<file path="src/rtl/csa_sgr_pkg.sv">
// Types, slot layout and decode functions for the cell stream to ANSI SGR encoder.
package csa_sgr_pkg;

    localparam int REND_W     = 22;
    localparam int CHAR_W     = 8;
    localparam int NUM_CODES  = 10;
    localparam int SLOTS_PER_CODE = 4;

    localparam int SLOT_ESC   = 0;
    localparam int SLOT_LBR   = 1;
    localparam int SLOT_ZERO  = 2;
    localparam int SLOT_CODE0 = 3;
    localparam int SLOT_M     = SLOT_CODE0 + NUM_CODES * SLOTS_PER_CODE;
    localparam int SLOT_CHAR  = SLOT_M + 1;
    localparam int NUM_SLOTS  = SLOT_CHAR + 1;

    localparam int BLINK_BIT  = 18;
    localparam int BOLD_BIT   = 19;
    localparam int ULINE_BIT  = 20;
    localparam int REV_BIT    = 21;

    localparam logic [7:0] SGR_BOLD  = 8'd1;
    localparam logic [7:0] SGR_ULINE = 8'd4;
    localparam logic [7:0] SGR_BLINK = 8'd5;
    localparam logic [7:0] SGR_REV   = 8'd7;
    localparam logic [7:0] SGR_FG_EXT = 8'd38;
    localparam logic [7:0] SGR_BG_EXT = 8'd48;
    localparam logic [7:0] SGR_PAL    = 8'd5;
    localparam logic [7:0] FG_LO      = 8'd30;
    localparam logic [7:0] BG_LO      = 8'd40;

    localparam logic [7:0] CH_ESC   = 8'h1B;
    localparam logic [7:0] CH_LBR   = 8'h5B;
    localparam logic [7:0] CH_ZERO  = 8'h30;
    localparam logic [7:0] CH_SEMI  = 8'h3B;
    localparam logic [7:0] CH_M     = 8'h6D;
    localparam logic [3:0] DIGIT_HI = 4'h3;

    typedef logic [REND_W-1:0]    rend_t;
    typedef logic [7:0]           byte_t;
    typedef logic [NUM_SLOTS-1:0] slot_vec_t;
    typedef byte_t [NUM_SLOTS-1:0] slot_bytes_t;
    typedef byte_t [NUM_CODES-1:0] code_vals_t;
    typedef logic [NUM_CODES-1:0] code_en_t;

    function automatic logic [11:0] to_bcd(input logic [7:0] v);
        logic [19:0] s;
        s = {12'd0, v};
        for (int i = 0; i < 8; i++) begin
            if (s[11:8] >= 4'd5) s[11:8] = s[11:8] + 4'd3;
            if (s[15:12] >= 4'd5) s[15:12] = s[15:12] + 4'd3;
            if (s[19:16] >= 4'd5) s[19:16] = s[19:16] + 4'd3;
            s = s << 1;
        end
        return s[19:8];
    endfunction

    function automatic logic basic_color(input logic [7:0] c, input logic [7:0] lo);
        return ((c >= lo) && (c < lo + 8'd8)) || (c == lo + 8'd9);
    endfunction

    function automatic code_en_t code_en(input rend_t r);
        code_en_t en;
        en[0] = r[BOLD_BIT];
        en[1] = r[ULINE_BIT];
        en[2] = r[BLINK_BIT];
        en[3] = r[REV_BIT];
        en[4] = r[8];
        en[5] = r[8];
        en[6] = r[8] | basic_color(r[7:0], FG_LO);
        en[7] = r[17];
        en[8] = r[17];
        en[9] = r[17] | basic_color(r[16:9], BG_LO);
        return en;
    endfunction

    function automatic code_vals_t code_vals(input rend_t r);
        code_vals_t v;
        v[0] = SGR_BOLD;
        v[1] = SGR_ULINE;
        v[2] = SGR_BLINK;
        v[3] = SGR_REV;
        v[4] = SGR_FG_EXT;
        v[5] = SGR_PAL;
        v[6] = r[7:0];
        v[7] = SGR_BG_EXT;
        v[8] = SGR_PAL;
        v[9] = r[16:9];
        return v;
    endfunction

    // Bytes still to send for one cell; the character slot is always set.
    function automatic slot_vec_t slot_present(input logic need, input rend_t r);
        slot_vec_t  p;
        code_en_t   en;
        code_vals_t v;
        logic       any;
        p   = '0;
        en  = code_en(r);
        v   = code_vals(r);
        any = 1'b0;
        if (need) begin
            p[SLOT_ESC] = 1'b1;
            p[SLOT_LBR] = 1'b1;
            p[SLOT_M]   = 1'b1;
            if (r == '0) begin
                p[SLOT_ZERO] = 1'b1;
            end else begin
                for (int k = 0; k < NUM_CODES; k++) begin
                    p[SLOT_CODE0 + SLOTS_PER_CODE*k]     = en[k] & any;
                    p[SLOT_CODE0 + SLOTS_PER_CODE*k + 1] = en[k] & (v[k] >= 8'd100);
                    p[SLOT_CODE0 + SLOTS_PER_CODE*k + 2] = en[k] & (v[k] >= 8'd10);
                    p[SLOT_CODE0 + SLOTS_PER_CODE*k + 3] = en[k];
                    any = any | en[k];
                end
            end
        end
        p[SLOT_CHAR] = 1'b1;
        return p;
    endfunction

    function automatic slot_bytes_t slot_bytes(input byte_t ch, input rend_t r);
        slot_bytes_t b;
        code_vals_t  v;
        logic [11:0] d;
        v = code_vals(r);
        b[SLOT_ESC]  = CH_ESC;
        b[SLOT_LBR]  = CH_LBR;
        b[SLOT_ZERO] = CH_ZERO;
        b[SLOT_M]    = CH_M;
        b[SLOT_CHAR] = ch;
        for (int k = 0; k < NUM_CODES; k++) begin
            d = to_bcd(v[k]);
            b[SLOT_CODE0 + SLOTS_PER_CODE*k]     = CH_SEMI;
            b[SLOT_CODE0 + SLOTS_PER_CODE*k + 1] = {DIGIT_HI, d[11:8]};
            b[SLOT_CODE0 + SLOTS_PER_CODE*k + 2] = {DIGIT_HI, d[7:4]};
            b[SLOT_CODE0 + SLOTS_PER_CODE*k + 3] = {DIGIT_HI, d[3:0]};
        end
        return b;
    endfunction

endpackage

</file>
<file path="src/rtl/cell_stream_to_ansi_sgr_top.sv">
// Cell stream to ANSI SGR escape encoder, top level.
//
//  channel | dir | tdata (low bit up)                    | tuser      | tlast
//  s_      | in  | cell_char[7:0], rendition[29:8], pad  | first_cell | -
//  m_      | out | out_byte[7:0]                         | -          | last_of_run
//
//  A cell with an unchanged rendition sends one byte, its character; such cells
//  go back to back while m_tready holds. A cell with a new rendition or a frame
//  start sends 4 to 29 bytes, one at a time, from the single cell holding register feeding the output register.
//  m_tready reaches s_tready combinationally: a new cell is taken in the cycle the
//  previous cell's character byte moves out. Reset is synchronous, no sweep.
module cell_stream_to_ansi_sgr_top
    import csa_sgr_pkg::*;
(
    input  logic        aclk,
    input  logic        aresetn,
    input  logic        s_tvalid,
    output logic        s_tready,
    input  logic [31:0] s_tdata,   // cell_char[7:0], rendition[29:8], zero[31:30]
    input  logic        s_tuser,   // first_cell
    output logic        m_tvalid,
    input  logic        m_tready,
    output logic [7:0]  m_tdata,   // out_byte[7:0]
    output logic        m_tlast
);

    rend_t       s_rend;
    byte_t       s_char;
    logic        s_accept;
    logic        need;

    logic        prev_valid_reg;
    rend_t       prev_rend_reg;
    logic        hold_valid_reg;
    byte_t       hold_char_reg;
    rend_t       hold_rend_reg;
    slot_vec_t   pend_reg;
    slot_vec_t   pend_next;
    logic        m_valid_reg;
    byte_t       m_data_reg;
    logic        m_last_reg;

    slot_vec_t   pick;
    slot_bytes_t bytes;
    byte_t       sel_byte;
    logic        move;
    logic        final_byte;

    assign s_rend   = s_tdata[CHAR_W +: REND_W];
    assign s_char   = s_tdata[CHAR_W-1:0];
    assign need     = s_tuser | ~prev_valid_reg | (s_rend != prev_rend_reg);

    assign pick       = pend_reg & (~pend_reg + slot_vec_t'(1));
    assign final_byte = pick[SLOT_CHAR];
    assign move       = hold_valid_reg && (!m_valid_reg || m_tready);
    assign s_tready   = !hold_valid_reg || (move && final_byte);
    assign s_accept   = s_tvalid && s_tready;
    assign pend_next  = pend_reg & ~pick;

    assign bytes = slot_bytes(hold_char_reg, hold_rend_reg);

    always_comb begin
        sel_byte = '0;
        for (int i = 0; i < NUM_SLOTS; i++) begin
            sel_byte = sel_byte | (pick[i] ? bytes[i] : 8'd0);
        end
    end

    always_ff @(posedge aclk) begin
        if (!aresetn) begin
            prev_valid_reg <= 1'b0;
            prev_rend_reg  <= '0;
            hold_valid_reg <= 1'b0;
            m_valid_reg    <= 1'b0;
        end else begin
            if (s_accept) begin
                prev_valid_reg <= 1'b1;
                prev_rend_reg  <= s_rend;
                hold_valid_reg <= 1'b1;
            end else if (move && final_byte) begin
                hold_valid_reg <= 1'b0;
            end
            if (move) begin
                m_valid_reg <= 1'b1;
            end else if (m_tready) begin
                m_valid_reg <= 1'b0;
            end
        end
    end

    always_ff @(posedge aclk) begin
        if (s_accept) begin
            hold_char_reg <= s_char;
            hold_rend_reg <= s_rend;
            pend_reg      <= slot_present(need, s_rend);
        end else if (move) begin
            pend_reg <= pend_next;
        end
        if (move) begin
            m_data_reg <= sel_byte;
            m_last_reg <= final_byte;
        end
    end

    assign m_tvalid = m_valid_reg;
    assign m_tdata  = m_data_reg;
    assign m_tlast  = m_last_reg;

`ifndef SYNTHESIS
    a_char_pending: assert property (@(posedge aclk) disable iff (!aresetn)
        hold_valid_reg |-> pend_reg[SLOT_CHAR])
        else $error("held cell lost its character byte");

    a_ready_on_last: assert property (@(posedge aclk) disable iff (!aresetn)
        (s_tready && hold_valid_reg) |-> $onehot(pend_reg))
        else $error("new cell taken while escape bytes remain");

    a_accept_holds: assert property (@(posedge aclk) disable iff (!aresetn)
        s_accept |=> hold_valid_reg)
        else $error("accepted cell not held");

    a_last_frees: assert property (@(posedge aclk) disable iff (!aresetn)
        (move && final_byte && !s_accept) |=> !hold_valid_reg)
        else $error("holding register not freed after character byte");

    a_move_fills: assert property (@(posedge aclk) disable iff (!aresetn)
        move |=> (m_tvalid && (m_tlast == $past(final_byte))))
        else $error("output register not loaded on move");
`endif

endmodule
</file>
<file path="config.mk">
export PLATFORM = sky130hd
export DESIGN_NAME = cell_stream_to_ansi_sgr_top
export DESIGN_NICKNAME = d
export VERILOG_FILES = /design/src/rtl/csa_sgr_pkg.sv /design/src/rtl/cell_stream_to_ansi_sgr_top.sv
export SDC_FILE = /design/constraint.sdc
export NUM_CORES = 1
export LEC_CHECK = 0
export BUFFER_PORTS_ARGS = -buffer_cell sky130_fd_sc_hd__buf_2
export CORE_UTILIZATION = 33
export CTS_BUF_LIST = sky130_fd_sc_hd__clkbuf_16
export DETAILED_ROUTE_END_ITERATION = 8
export GPL_TIMING_DRIVEN = 1
export PLACE_DENSITY = 0.58
export SYNTH_ARGS = -nofsm -noshare
export SYNTH_HDL_FRONTEND = slang
export SYNTH_SLANG_ARGS = --single-unit
</file>
<file path="constraint.sdc">
create_clock -name aclk -period 11.7 [get_ports aclk]
set_input_delay 0 -clock aclk [delete_from_list [all_inputs] [get_ports aclk]]
set_output_delay 0 -clock aclk [all_outputs]
set_load 0.01 [all_outputs]
</file>
Yosys cells after proc, flatten, opt, wreduce, memory -nomap -nowiden
Index checks and enable logic that the tools add are counted.
Widths: inputs -> output; s select.

storage, ports and cells
  register bits = 104

cells by class
  add/subtract/negate cells = 37
  magnitude comparators = 44
  eq/ne operators = 3
  mux-type cells = 90
  bitwise operators = 74
  reductions and logical operators = 15

operators with widths
  cell                   count
  $or 7x6->7             41
  $mux 6                 41
  $mux 44                3
  $ge 4x3->1 const B     30
  $and 45x45->45         2
  $not 45->45            2
  $add 4x2->4 const B    22
  $mux 4                 22
  $add 45x1->45 const B  1
  $mux 3                 14
  $mux 40                1
  $add 3x2->3 const B    8
  $logic_not 22->1       1
  $ne 22x22->1           1
  $eq 8x6->1 const B     2
  $ge 8x4->1 const B     2
  $ge 8x7->1 const B     2
  $lt 8x6->1 const B     2
  $mux 7                 2
  $and 1x1->1            13
  $add 1x2->3 const AB   4
  $ge 1x3->1 const AB    4
  $or 1x1->1             12
  $ge 8x5->1 const B     1
  14 further kinds       30

Depth between registers and ports, before layout
  depth after elaboration = 48
  gate-level depth with buffers = 29
  depth with buffers taken out = 29

Worst setup path after synthesis
Ideal clock, no wire load.

  kind = register -> register
  start point = reg hold_rend_reg[14]
  end point = reg m_data_reg[2] (netlist: m_tdata[2]) (data pin)
  arrival = 5,463 ps
  data required time = 11,439 ps
  slack = 5,976 ps
  cell stages (with the launch flop) = 28
  clock period less this slack = 5,724 ps
  path through = edfxtp_1 > inv_1 > ha_1 > inv_1 > ha_1 > a21o_1 > xnor2_1 > ha_1 > nor2b_1 > or4_1 > o2111ai_1 > ha_1 > nor2b_1 > nor2_1 > o21ai_0 > nand3_1 > xnor2_1 > inv_1 > ha_1 > nor2b_1 > a311o_1 > and3_1 > or2_2 > ha_1 > nand2b_1 > a21boi_0 > mux2i_1 > a221o_1

on the way
  cells in the longest elaborated chain, start to end = 16
  elaborated cells on any way between the ends = 44

ends and longest elaborated chain
  element                                           RTL line                              RTL
  start: declaration                                cell_stream_to_ansi_sgr_top.sv:36     rend_t hold_rend_reg;
  start signal: assignment                          cell_stream_to_ansi_sgr_top.sv:94     hold_rend_reg <= s_rend;
  $add 4x2->4 / $ge 4x3->1 (equally long branches)  csa_sgr_pkg.sv:50                     if (s[11:8] >= 4'd5) s[11:8] = s[11:8] + 4'd3;
  $mux 4 (*)                                        csa_sgr_pkg.sv:50
  $add 4x2->4 (tied with other cells)               csa_sgr_pkg.sv:50
  $mux 4 (on tied branches)                         csa_sgr_pkg.sv:50, csa_sgr_pkg.sv:51
  $add 4x2->4 (tied with other cells)               csa_sgr_pkg.sv:50
  $mux 4 (tied with other cells)                    csa_sgr_pkg.sv:50
  $add 4x2->4 (tied with other cells)               csa_sgr_pkg.sv:51                     if (s[15:12] >= 4'd5) s[15:12] = s[15:12] + 4'd3;
  $mux 4 / $mux 3 (equally long branches)           csa_sgr_pkg.sv:51, csa_sgr_pkg.sv:52
  $ge 4x3->1 / $add 3x2->3 (equally long branches)  csa_sgr_pkg.sv:52                     if (s[19:16] >= 4'd5) s[19:16] = s[19:16] + 4'd3;
  $mux 3                                            csa_sgr_pkg.sv:52
  $mux 6                                            cell_stream_to_ansi_sgr_top.sv:65     sel_byte = sel_byte | (pick[i] ? bytes[i] : 8'd0);
  $or 7x6->7 (2 in a row)                           cell_stream_to_ansi_sgr_top.sv:65
  $or 7x6->7 (*)                                    cell_stream_to_ansi_sgr_top.sv:65
  $or 7x7->7 (*)                                    cell_stream_to_ansi_sgr_top.sv:65
  $or 7x8->8 (*)                                    cell_stream_to_ansi_sgr_top.sv:65
  via sel_byte[2]                                   cell_stream_to_ansi_sgr_top.sv:45     byte_t sel_byte;
  end signal: assignment                            cell_stream_to_ansi_sgr_top.sv:100    m_data_reg <= sel_byte;
  end: declaration                                  cell_stream_to_ansi_sgr_top.sv:40     byte_t m_data_reg;

The timed path passes the listed nets; every way through them passes the cells marked *.
A chain may end at the register's enable or synchronous reset.

Worst setup path after layout
  start point = reg hold_rend_reg[14]
  end point = reg m_data_reg[1] (netlist: m_tdata[1]) (data pin)

The elaborated chain is that of the path after synthesis.

==> results <==
- The flow ran to the end, and the final reports show no timing, DRC or antenna violations.
- For the pin with the worst max-slew slack, the measured transition is about 1100 ps.
- Clock tree synthesis found a total of between 100 and 150 sinks.
- The die outline width is ~140 um.
- The synthesized netlist occupies a cell area of roughly 6700 um^2.
- The average via count per standard cell is about 5.3.
- The worst register-to-register path begins at hold_rend_reg[14]$_DFFE_PP_.
- For this run, the register share of the synthesized area comes to 0.422.
- The final instance area is 7780 um^2.
- The post-cts sizing count is 0.
- In this run, synthesis inferred 77 flip-flops with an integrated enable.
- The global-route congestion overflow total is 0.
- The CTS buffer count is 9.
- The kind of cell with the highest combined delay along the critical path is compound AO/OA/AOI/OAI gates.
- The worst path arrival time is roughly 6600 ps.
- The post-route antenna net violation count is 0.
- The per-cell routed wire length is ~16 um.
- The headroom to the max-slew limit is 0.271.
- The reg-to-reg endpoint is m_tdata[1]$_DFFE_PP_.
- The prevailing post-synth register cell is sky130_fd_sc_hd__edfxtp_1.
- Counting along the longest clock path gives a buffer depth of 2.
- The worst register-to-register path has a depth of 27.
- The max-slew violation count came to 0.
- Before antenna repair, the detailed router went through 5 iterations.
- The peak per-stage delay on the critical path is ~480 ps.
- The worst path needs 6460 ps of the cycle, external delays included.
- The top fanout value on the critical path is 8.
- The proportion of layout cells with a drive suffix above 1 is 0.112.
- For this run, asynchronously set or reset flops after synthesis account for 0.
- The detailed-route DRC error count is 0.
- The top achievable clock speed is about 150 MHz.
- The share of the clock period used by the worst path after layout is 0.552.
- The first global-routing pass estimated 27600 um of wire.
- The deepest level of the CTS H-tree is 3.
- Data on the critical path is required at its endpoint by about 12000 ps.
- The placer's final routability congestion estimate is ~0.81.
- Setup total negative slack on the finished layout was measured at 0 ps.
- In this run the most used layer during global routing was met2.
- Among the stages of the critical path, the cell type that occurs most often is sky130_fd_sc_hd__ha_1.
- For this block, the initial DRC count from the detailed router was roughly 330.
- In the final design database the tool counted around 860 nets.
- Summing over every cut layer, the via total after detailed routing is approximately 5600.
- The synthesized design contains 103 register bits.
- The flip-flop count of the largest register, all copies and words added is 45.
- The floorplan has between 50 and 60 rows.
- Across all register-to-register paths, the minimum setup slack is between 5000 and 6000 ps.
- The average size of a mapped cell is between 9 and 10 um^2.
- The number of max-cap violations is 0.
- The pre-CTS setup slack is 5240 ps.
- The via count of the first global-routing pass is roughly 5300.
- The total global-route track usage is 0.173.
- The count of distinct cell types in the synthesized netlist is 74.
- The kind of path behind the tightest hold check is input pin to register.
- The vertical extent of the die is 145 um.
- Counting every net in the synthesized netlist gives 782.
- The clock-pin transition on the worst setup and hold timing paths is around 80 ps.
- In this run the power density over the cells is ~130 nW/um^2.
- The placeable core area is 19700 um^2.
- The count of hold buffers inserted by post-cts repair is 32.
- The count of antenna diodes in the layout is 0.
- Counting every instance in the synthesized netlist gives roughly 710.
- Yosys printed 0 warnings.
- The worst hold path begins at aresetn.
- For this run, global-route usage on met1 was measured as 0.240.
- Setup repair after global routing left no endpoint under its margin.
- The leakage power summed over all cells is roughly 3 nW.
- Across the VDD grid, the largest voltage drop is roughly 0.080 mV.
- STA classifies the critical path startpoint as a register.
- The hold-critical path endpoint is prev_valid_reg$_SDFFE_PN0P_.
- The later pin in the worst-skew pair is clocked with a latency of 360 ps.
- The I/O pin total is 48.
- The slack of the critical path is approximately 5200 ps.
- The root buffer cell is sky130_fd_sc_hd__clkbuf_16.
- The HPWL after detailed placement is roughly 12000 um.
- The CTS tree is built.
- The hold path depth is 2.
- The pin count of the biggest net entering global routing is 64.
- The library cell contributing the largest single delay on the critical path is sky130_fd_sc_hd__edfxtp_1.
- Relative to the synthesized area, the layout overhead comes to 16.1%.
- After detailed routing, the total wire length is roughly 17000 um.
- After layout, the design draws a total of 0.00104 W.
- The count of buffers inserted at the top-level ports is between 40 and 50.
- The clock skew is about 15 ps.
- The kind of end point of the critical path is a register.
- Setup violations remaining at the end of the flow were counted as 0.
- The critical path contains buffers and inverters numbering 3 combined.
- The die covers about 21000 um^2.
- The initial antenna violation count was 0.
- For met3 alone, demand over resource in global routing was 0.0278.
- The type of the worst setup path is register to register.
- In the global route stage, met2 resource usage came out at 0.275.
- Counting the fill cells in the layout gives roughly 2000.
- The cell area after placement is 7200 um^2.
- The initial core utilization is 0.340.
- The final count of hold timing violations is 0.
- The number of setup buffers added after CTS is 0.
[metal layers]
layer / up-vias / wire length [um] / share of wire
met5: - / 0 / 0
met4: 0 / 200 / 0.012
met3: 16 / 553 / 0.032
met2: 100 / 7780 / 0.45
met1: 2657 / 8580 / 0.50
li1: 2802 / - / -
[layout make-up]
type                    count  area (um^2)  area share
flip-flops and latches    103         2830       0.364
well taps                 265          332      0.0426
clock inverters             7         35.0     0.00450
inverters                  40          150      0.0193
repair buffers             78          553      0.0710
clock buffers               9          225      0.0289
multi-input cells         556         3660       0.470
[synth_stat cells, types with 16 or more instances]
library cell	instances	area, um^2
sky130_fd_sc_hd__ha_1	32	400
sky130_fd_sc_hd__o21ai_0	39	195
sky130_fd_sc_hd__xnor2_1	19	166
sky130_fd_sc_hd__dfxtp_1	26	521
sky130_fd_sc_hd__edfxtp_1	77	2310
sky130_fd_sc_hd__or3_1	16	100
sky130_fd_sc_hd__nor3_1	25	125
sky130_fd_sc_hd__a21boi_1	16	120
sky130_fd_sc_hd__nand2_1	85	319
sky130_fd_sc_hd__inv_1	38	143
sky130_fd_sc_hd__nor2_1	46	173
sky130_fd_sc_hd__a21oi_1	31	155
sky130_fd_sc_hd__nand3_1	23	115
[placed cells by master (no fill, tap or decap), types with 9 or more instances in the layout]
cell type / synthesis / final
sky130_fd_sc_hd__nor2_1: 46 / 46
sky130_fd_sc_hd__nand2_1: 85 / 84
sky130_fd_sc_hd__dlygate4sd3_1: 0 / 32
sky130_fd_sc_hd__nor3_1: 25 / 25
sky130_fd_sc_hd__xor2_1: 14 / 14
sky130_fd_sc_hd__xnor2_1: 19 / 19
sky130_fd_sc_hd__a21oi_1: 31 / 31
sky130_fd_sc_hd__mux2i_1: 15 / 15
sky130_fd_sc_hd__dfxtp_1: 26 / 26
sky130_fd_sc_hd__clkbuf_16: 0 / 9
sky130_fd_sc_hd__or3_1: 16 / 16
sky130_fd_sc_hd__a21boi_1: 16 / 16
sky130_fd_sc_hd__nand2b_1: 13 / 13
sky130_fd_sc_hd__ha_1: 32 / 32
sky130_fd_sc_hd__nor2b_1: 10 / 10
sky130_fd_sc_hd__inv_1: 38 / 41
sky130_fd_sc_hd__and3_1: 13 / 13
sky130_fd_sc_hd__buf_2: 1 / 45
sky130_fd_sc_hd__nand3_1: 23 / 23
sky130_fd_sc_hd__o21ai_0: 39 / 39
sky130_fd_sc_hd__edfxtp_1: 77 / 77
sky130_fd_sc_hd__and2_1: 9 / 9
sky130_fd_sc_hd__nor4_1: 15 / 15
sky130_fd_sc_hd__a21boi_0: 13 / 13
[worst max path at each step]
stage | start | cells past startpoint | endpoint
2_1_floorplan | hold_rend_reg[14]$_DFFE_PP_ | 27 | m_tdata[2]$_DFFE_PP_
3_3_place_gp | hold_rend_reg[14]$_DFFE_PP_ | 27 | m_tdata[2]$_DFFE_PP_
3_5_place_dp | hold_rend_reg[14]$_DFFE_PP_ | 27 | m_tdata[2]$_DFFE_PP_
4_1_cts | hold_rend_reg[14]$_DFFE_PP_ | 27 | m_tdata[1]$_DFFE_PP_
5_1_grt | hold_rend_reg[14]$_DFFE_PP_ | 27 | m_tdata[1]$_DFFE_PP_
6_report | hold_rend_reg[14]$_DFFE_PP_ | 27 | m_tdata[1]$_DFFE_PP_
[kinds of logic after synthesis]
family | share of synthesized area
DFF | 0.422
and+or+nand+nor | 0.227
AOI/OAI and AO/OA | 0.189
muxes | 0.0257
buffers and inverters | 0.0326
adders and majority gates | 0.0597
xor gates and xnor gates | 0.0431
[report_power, final]
part	switching, W	internal, W	total, W	leakage (nW)
Clock	0.000138	0.000142	0.000280	0.143
Sequential	0.0000293	0.000433	0.000462	0.967
Combinational	0.000170	0.000127	0.000298	1.95
Total	0.000338	0.000702	0.00104	3.06
[stage by stage]
stage                      util  cells  hold WS (ps)
final                     0.395   1058          60.0
after global routing      0.395   1058          84.8
after CTS                 0.395   1058          65.6
after detailed placement  0.365   1010           178
after global placement    0.365   1010           178
after floorplan               -    713          98.9
(Power assumes the default switching activity.)
